--- src/deq_pkg.sv ---
// Shared types, constants and codes for the double-ended queue.
package deq_pkg;

	localparam int DEPTH  = 64;
	localparam int ELEM_W = 32;
	localparam int PTR_W  = $clog2(DEPTH);
	localparam int CNT_W  = $clog2(DEPTH + 1);

	localparam logic [2:0] REQ_PUSH_BACK  = 3'd0;
	localparam logic [2:0] REQ_PUSH_FRONT = 3'd1;
	localparam logic [2:0] REQ_POP_BACK   = 3'd2;
	localparam logic [2:0] REQ_POP_FRONT  = 3'd3;
	localparam logic [2:0] REQ_PEEK_BACK  = 3'd4;
	localparam logic [2:0] REQ_PEEK_FRONT = 3'd5;

	localparam logic [1:0] ST_OK    = 2'd0;
	localparam logic [1:0] ST_EMPTY = 2'd1;
	localparam logic [1:0] ST_FULL  = 2'd2;

	typedef struct packed {
		logic [2:0]  req_type;
		logic [31:0] data_in;
	} req_t;

	typedef struct packed {
		logic [31:0] data_out;
		logic [1:0]  status;
		logic [6:0]  fill_count;
	} rsp_t;

	typedef struct packed {
		logic load;
		logic exec;
	} cmd_t;

endpackage

--- src/double_ended_queue.sv ---
// Top level of the double-ended queue: controller plus datapath.
//
//  channel  | handshake            | payload
//  ---------+----------------------+-----------------------------------
//  request  | start, busy          | req  (req_type, data_in)
//  result   | done (one-cycle)     | rsp  (data_out, status, fill_count)
//
// A transaction is taken when start is high and busy is low; its result
// shows on rsp with done while the controller presents the result, and
// busy falls after that state, so a new transaction is taken only once
// the last is through. The three controller states are: take the request,
// execute with a registered memory access, present the result.
// Reset empties the queue at once; memory contents are not cleared.
// The receiver cannot stall: each result is valid for the done cycle only.
module double_ended_queue
	import deq_pkg::*;
(
	input  logic clk,
	input  logic arst_n,
	input  logic start,
	input  req_t req,
	output logic busy,
	output logic done,
	output rsp_t rsp
);

	cmd_t cmd;

	deq_ctrl u_ctrl (
		.clk    (clk),
		.arst_n (arst_n),
		.start  (start),
		.busy   (busy),
		.done   (done),
		.cmd    (cmd)
	);

	deq_dpath u_dpath (
		.clk    (clk),
		.arst_n (arst_n),
		.cmd    (cmd),
		.req    (req),
		.rsp    (rsp)
	);

endmodule

--- src/deq_ctrl.sv ---
// Controller state machine sequencing one transaction at a time.
module deq_ctrl
	import deq_pkg::*;
(
	input  logic clk,
	input  logic arst_n,
	input  logic start,
	output logic busy,
	output logic done,
	output cmd_t cmd
);

	typedef enum logic [1:0] {
		S_IDLE,
		S_EXEC,
		S_RESP
	} state_t;

	state_t state_q;
	logic   done_q;

	always_ff @(posedge clk or negedge arst_n) begin
		if (!arst_n) begin
			state_q <= S_IDLE;
			done_q  <= 1'b0;
		end else begin
			case (state_q)
				S_IDLE: begin
					done_q <= 1'b0;
					if (start) begin
						state_q <= S_EXEC;
					end
				end
				S_EXEC: begin
					state_q <= S_RESP;
					done_q  <= 1'b1;
				end
				S_RESP: begin
					state_q <= S_IDLE;
					done_q  <= 1'b0;
				end
				default: begin
					state_q <= S_IDLE;
					done_q  <= 1'b0;
				end
			endcase
		end
	end

	assign busy     = (state_q != S_IDLE);
	assign done     = done_q;
	assign cmd.load = (state_q == S_IDLE) && start;
	assign cmd.exec = (state_q == S_EXEC);

	a_done_pulse: assert property (@(posedge clk) disable iff (!arst_n)
		done |=> !done)
		else $error("done held longer than one cycle");

	a_load_to_exec: assert property (@(posedge clk) disable iff (!arst_n)
		cmd.load |=> cmd.exec && busy)
		else $error("accepted transaction not executed");

	a_exec_to_done: assert property (@(posedge clk) disable iff (!arst_n)
		cmd.exec |=> done)
		else $error("executed transaction gave no result");

endmodule

--- src/deq_dpath.sv ---
// Datapath: element memory, front and back pointers, count and result registers.
module deq_dpath
	import deq_pkg::*;
(
	input  logic clk,
	input  logic arst_n,
	input  cmd_t cmd,
	input  req_t req,
	output rsp_t rsp
);

	logic [ELEM_W-1:0] mem [DEPTH];

	logic [2:0]        req_type_q;
	logic [ELEM_W-1:0] data_q;
	logic [PTR_W-1:0]  front_q;
	logic [PTR_W-1:0]  back_q;
	logic [CNT_W-1:0]  count_q;
	logic [ELEM_W-1:0] rd_data_q;
	logic              rd_valid_q;
	logic [1:0]        status_q;

	logic              full;
	logic              empty;
	logic [PTR_W-1:0]  front_prev;
	logic [PTR_W-1:0]  front_next;
	logic [PTR_W-1:0]  back_prev;
	logic [PTR_W-1:0]  back_next;
	logic              is_push;
	logic              is_back_rd;
	logic              is_front_rd;
	logic              wr_en;
	logic [PTR_W-1:0]  wr_addr;
	logic              rd_en;
	logic [PTR_W-1:0]  rd_addr;
	logic [1:0]        status_d;

	assign full  = (count_q == CNT_W'(DEPTH));
	assign empty = (count_q == '0);

	assign front_prev = (front_q == '0) ? PTR_W'(DEPTH - 1) : front_q - 1'b1;
	assign front_next = (front_q == PTR_W'(DEPTH - 1)) ? '0 : front_q + 1'b1;
	assign back_prev  = (back_q == '0) ? PTR_W'(DEPTH - 1) : back_q - 1'b1;
	assign back_next  = (back_q == PTR_W'(DEPTH - 1)) ? '0 : back_q + 1'b1;

	assign is_push     = (req_type_q == REQ_PUSH_BACK) || (req_type_q == REQ_PUSH_FRONT);
	assign is_back_rd  = (req_type_q == REQ_POP_BACK) || (req_type_q == REQ_PEEK_BACK);
	assign is_front_rd = (req_type_q == REQ_POP_FRONT) || (req_type_q == REQ_PEEK_FRONT);

	assign wr_en   = cmd.exec && is_push && !full;
	assign wr_addr = (req_type_q == REQ_PUSH_FRONT) ? front_prev : back_q;
	assign rd_en   = cmd.exec && (is_back_rd || is_front_rd) && !empty;
	assign rd_addr = is_back_rd ? back_prev : front_q;

	always_comb begin
		status_d = ST_OK;
		if (is_push && full) begin
			status_d = ST_FULL;
		end else if ((is_back_rd || is_front_rd) && empty) begin
			status_d = ST_EMPTY;
		end
	end

	always_ff @(posedge clk) begin
		if (wr_en) begin
			mem[wr_addr] <= data_q;
		end
		if (rd_en) begin
			rd_data_q <= mem[rd_addr];
		end
		if (cmd.load) begin
			req_type_q <= req.req_type;
			data_q     <= req.data_in;
		end
	end

	always_ff @(posedge clk or negedge arst_n) begin
		if (!arst_n) begin
			front_q    <= '0;
			back_q     <= '0;
			count_q    <= '0;
			rd_valid_q <= 1'b0;
			status_q   <= ST_OK;
		end else if (cmd.exec) begin
			rd_valid_q <= rd_en;
			status_q   <= status_d;
			if (wr_en) begin
				count_q <= count_q + 1'b1;
				if (req_type_q == REQ_PUSH_FRONT) begin
					front_q <= front_prev;
				end else begin
					back_q <= back_next;
				end
			end else if (rd_en && (req_type_q == REQ_POP_BACK)) begin
				back_q  <= back_prev;
				count_q <= count_q - 1'b1;
			end else if (rd_en && (req_type_q == REQ_POP_FRONT)) begin
				front_q <= front_next;
				count_q <= count_q - 1'b1;
			end
		end
	end

	assign rsp.data_out   = rd_valid_q ? rd_data_q : '0;
	assign rsp.status     = status_q;
	assign rsp.fill_count = 7'(count_q);

	logic [CNT_W:0] ptr_sum;
	logic [CNT_W:0] ptr_wrap;

	assign ptr_sum  = (CNT_W + 1)'(front_q) + (CNT_W + 1)'(count_q);
	assign ptr_wrap = (ptr_sum >= (CNT_W + 1)'(DEPTH)) ? ptr_sum - (CNT_W + 1)'(DEPTH) : ptr_sum;

	a_count_bound: assert property (@(posedge clk) disable iff (!arst_n)
		count_q <= CNT_W'(DEPTH))
		else $error("element count above depth");

	a_ptr_consistent: assert property (@(posedge clk) disable iff (!arst_n)
		ptr_wrap[PTR_W-1:0] == back_q)
		else $error("front, back and count disagree");

	a_push_counts: assert property (@(posedge clk) disable iff (!arst_n)
		wr_en |=> count_q == $past(count_q) + 1'b1)
		else $error("push did not advance count");

	a_no_rw_clash: assert property (@(posedge clk) disable iff (!arst_n)
		!(wr_en && rd_en))
		else $error("read and write in one cycle");

endmodule
--- config.mk ---
export PLATFORM = sky130hd
export DESIGN_NAME = double_ended_queue
export DESIGN_NICKNAME = d
export VERILOG_FILES = /design/src/deq_pkg.sv /design/src/double_ended_queue.sv /design/src/deq_ctrl.sv /design/src/deq_dpath.sv
export SDC_FILE = /design/constraint.sdc
export NUM_CORES = 2
export LEC_CHECK = 0
export ABC_AREA = 1
export CAP_MARGIN = 0
export CORE_MARGIN = 2
export CORE_UTILIZATION = 50
export CTS_CLUSTER_DIAMETER = 120
export DETAILED_ROUTE_END_ITERATION = 12
export DONT_BUFFER_PORTS = 1
export PLACE_DENSITY = 0.75
export SLEW_MARGIN = 10
export SYNTH_ARGS = -nofsm -noshare
export SYNTH_HDL_FRONTEND = slang
export SYNTH_SLANG_ARGS = --single-unit
export TNS_END_PERCENT = 50
--- constraint.sdc ---
create_clock -name clk -period 7.46 [get_ports clk]
set_clock_uncertainty 0.05 [all_clocks]
set_input_delay 0.373 -clock clk [delete_from_list [all_inputs] [get_ports clk]]
set_output_delay 0.373 -clock clk [all_outputs]
set_load 0.05 [all_outputs]
==> flow_metrics.tcl <==
set metrics [dict create \
    drc 0 \
    required_ns 8.04 \
    regToRegSetupSlack_ns 2.15 \
    routed_wl_um 273000 \
    ant_nets 0 \
    drive_gt1_share_pct 5.86 \
    grt_pass1_vias 63800 \
    rows 158 \
    dp_cells 11100 \
    p_leak_nw 42.9 \
    design_area_um2 103000 \
    max-slew-margin-rel_pct 18.5 \
    synth_seq_cells 2140 \
    routed_via_density 5.75 \
    synth_top_area_cell "edfxtp_1" \
    post_cts_buffers 0 \
    wl_per_cell_um 23.6 \
    timing.rr.start "u_dpath.req_type_q[1]" \
    cts_max_level 4 \
    worstSetupPathType "flop to flop" \
    power.density_nw_per_um2 336 \
    hold_start "req[31]" \
    drt_iter0_drc 10800 \
    ioPinCount 81 \
    final_cells 11500 \
    cp_data_arrival_time_ns 5.89 \
    fmax_mhz 188 \
    min_to "u_dpath.data_q[31]" \
    r2r_cells 14 \
    synth_top_cell_area_share_pct 67.8 \
    grt_max_degree 163 \
    cts_buffers 205 \
    routabilityCongestion 0.923 \
    cts-resized-gates 0 \
    fp.coreArea_um2 186000 \
    cap_violations 0 \
    synth_nets 9006 \
    endpoint_kind "flop" \
    clockRootBuffer "clkbuf_16" \
    min_path_cells 1 \
    drtPass1Iterations 8 \
    cts_tree "built" \
    status "complete, no violations" \
    clkTransAtPathRegs_ns 0.07 \
    finalHoldViolCount 0 \
    synth.distinct_cells 31 \
    final-setup-viol-count 0 \
    overflow 0 \
    fin_nets 8929 \
    start_kind "flop" \
    io_buffers 0 \
    dpl_cell_area_um2 96600 \
    die_y_um 437 \
    seq_area_frac_synth_pct 68.5 \
    fin_tns_setup_ns 0 \
    hold_class "input pin to flop" \
    vias 66300 \
    area_growth_pct 10.4 \
    yosysWarnings 0 \
    rsz0062_at_grt "no" \
    hpwl_um 144000 \
    antenna_found_initial 7 \
    power.total_mw 34.7 \
    syn_inst 8955 \
    critPathMaxFanout 62 \
    tightest_slew_ns 1.22 \
    grt_use_total_pct 28.1 \
    synthTopCellsByArea "edfxtp_1 (68%), nand3_1 (12%), nand2_1 (7.9%)" \
    drv_slew 0 \
    peakVddDrop_mv 0.351 \
    die-area_um2 191000 \
    syn_area_per_cell_um2 10.5 \
    die_w_um 437 \
    numClockSinks 2140 \
    clock_latency_ns 0.88 \
    syn_area_um2 93600 \
    grt_pass1_wl_um 401000 \
    r2r-end "u_dpath.rd_data_q[11]" \
    cts_hold_buf 40 \
    final.min_clock_period_ns 5.31 \
    initial_core_util_pct 50.4 \
    cts.path.max_buffers 3 \
    fin_crit_sh_pct 71.2 \
]
critical path, cell delays in order, from the launching register on:
cell and delay [ns]:
edfxtp_1 0.43, inv_1 0.12, nand3_1 0.08, nand2_1 0.61
nand3_4 0.71, nand2_4 0.78, buf_12 0.35, buf_4 0.62
nand2_1 0.11, nand3_1 0.15, nand3_1 0.15, nand3_1 0.13
nand3_1 0.26, nand3_1 0.30, nand2_1 0.10
layer usage:
layer / vias to the layer above / global-route usage, % / wire length [µm]
met2: 4788 / 43.4 / 122000
met3: 832 / 5.29 / 34100
met5: - / 0 / 13
li1: 29200 / - / -
met1: 31600 / 36.6 / 97000
met4: 2 / 17.9 / 19400
sequential cells by signal (all words and copies together) (netlist names):
name and flops:
u_dpath.rd_valid_q 1, u_ctrl.state_q 2, u_dpath.count_q 7, u_dpath.data_q 32, u_ctrl.done 1, u_dpath.status_q 2, u_dpath.front_q 6, u_dpath.rd_data_q 32
u_dpath.mem 2048, u_dpath.back_q 6, u_dpath.req_type_q 3
cells in the mapped netlist, drive strengths merged:
cell type / instances
a211oi: 1
a21oi: 7
buf: 370
clkbuf: 117
clkinv: 1
dfrtp: 25
edfxtp: 2115
fa: 1
ha: 12
inv: 1874
nand2: 1971
nand3: 2162
nand3b: 129
nand4: 2
nor2: 97
nor3: 4
o211ai: 3
o21ai: 48
o22ai: 2
or2: 3
xnor2: 3
xor2: 8
stage by stage:
| step | setup WS [ns] | hold slack (ns) | utilization (%) |
|---|---|---|---|
| floorplan | 3.61 | 0.0274 | - |
| global placement | 2.43 | 0.0279 | 52.0 |
| detailed placement | 2.33 | 0.0279 | 52.0 |
| CTS | 2.34 | 0.0286 | 55.6 |
| global route | 2.03 | 0.0558 | 55.6 |
| finish | 2.15 | 0.0695 | 55.6 |
final cells by class:
class | count | area (µm²)
inverter | 1875 | 7060
multi-input combinational | 4453 | 20800
tap | 2480 | 3100
clock inverter | 121 | 970
sequential | 2140 | 64100
fill | 15000 | 82400
antenna | 3 | 7.51
clock buffer | 260 | 5360
timing repair buffer | 203 | 1970
worst max path at each step:
stage,end,start,cells after the start,slack (ns)
2_1_floorplan,u_dpath.mem[0][0],u_dpath.count_q[0],9,3.61
5_1_grt,u_dpath.rd_data_q[29],u_dpath.req_type_q[1],14,2.03
4_1_cts,u_dpath.rd_data_q[11],u_dpath.req_type_q[1],14,2.34
6_report,u_dpath.rd_data_q[11],u_dpath.req_type_q[1],14,2.15
3_5_place_dp,u_dpath.rd_data_q[11],u_dpath.req_type_q[1],14,2.33
3_3_place_gp,u_dpath.rd_data_q[29],u_dpath.req_type_q[1],14,2.43
report_power, final:
part           switching [mW]  leakage, nW  internal, mW
clock                    4.55         3.08          5.41
combinational            8.32         20.5          2.71
sequential              0.239         19.3          13.5
total                    13.1         42.9          21.6
cells in the final DEF, fill, tap and decap left out, types with 4 or more instances in the layout:
cell type      synthesis  layout
a21oi_1                6       6
buf_12                 0      28
buf_4                  6     137
bufinv_16              0       9
clkbuf_1             117      54
clkbuf_16              0     206
clkinv_1               1      54
clkinv_16              0       4
clkinv_2               0      39
clkinvlp_4             0       5
dfrtp_1               25      25
dlygate4sd3_1          0      38
edfxtp_1            2115    2115
ha_1                  12      12
inv_1               1871    1868
inv_6                  0       4
inv_8                  0       4
nand2_1             1970    1966
nand3_1             2161    2160
nand3b_1             129     129
nor2_1                95      29
nor2_4                 0      66
nor3_1                 4       4
o21ai_0               44      42
o21ai_4                0       5
xor2_1                 8       8
cell families after synthesis:
family | synth area share (%)
xor gates and xnor gates | 0.103
adders and majority gates | 0.182
AOI/OAI and AO/OA | 0.351
and+or+nand+nor | 20.9
DFF | 68.5
buffers and inverters | 9.93
Note: power is estimated with default switching activity, not from simulation.
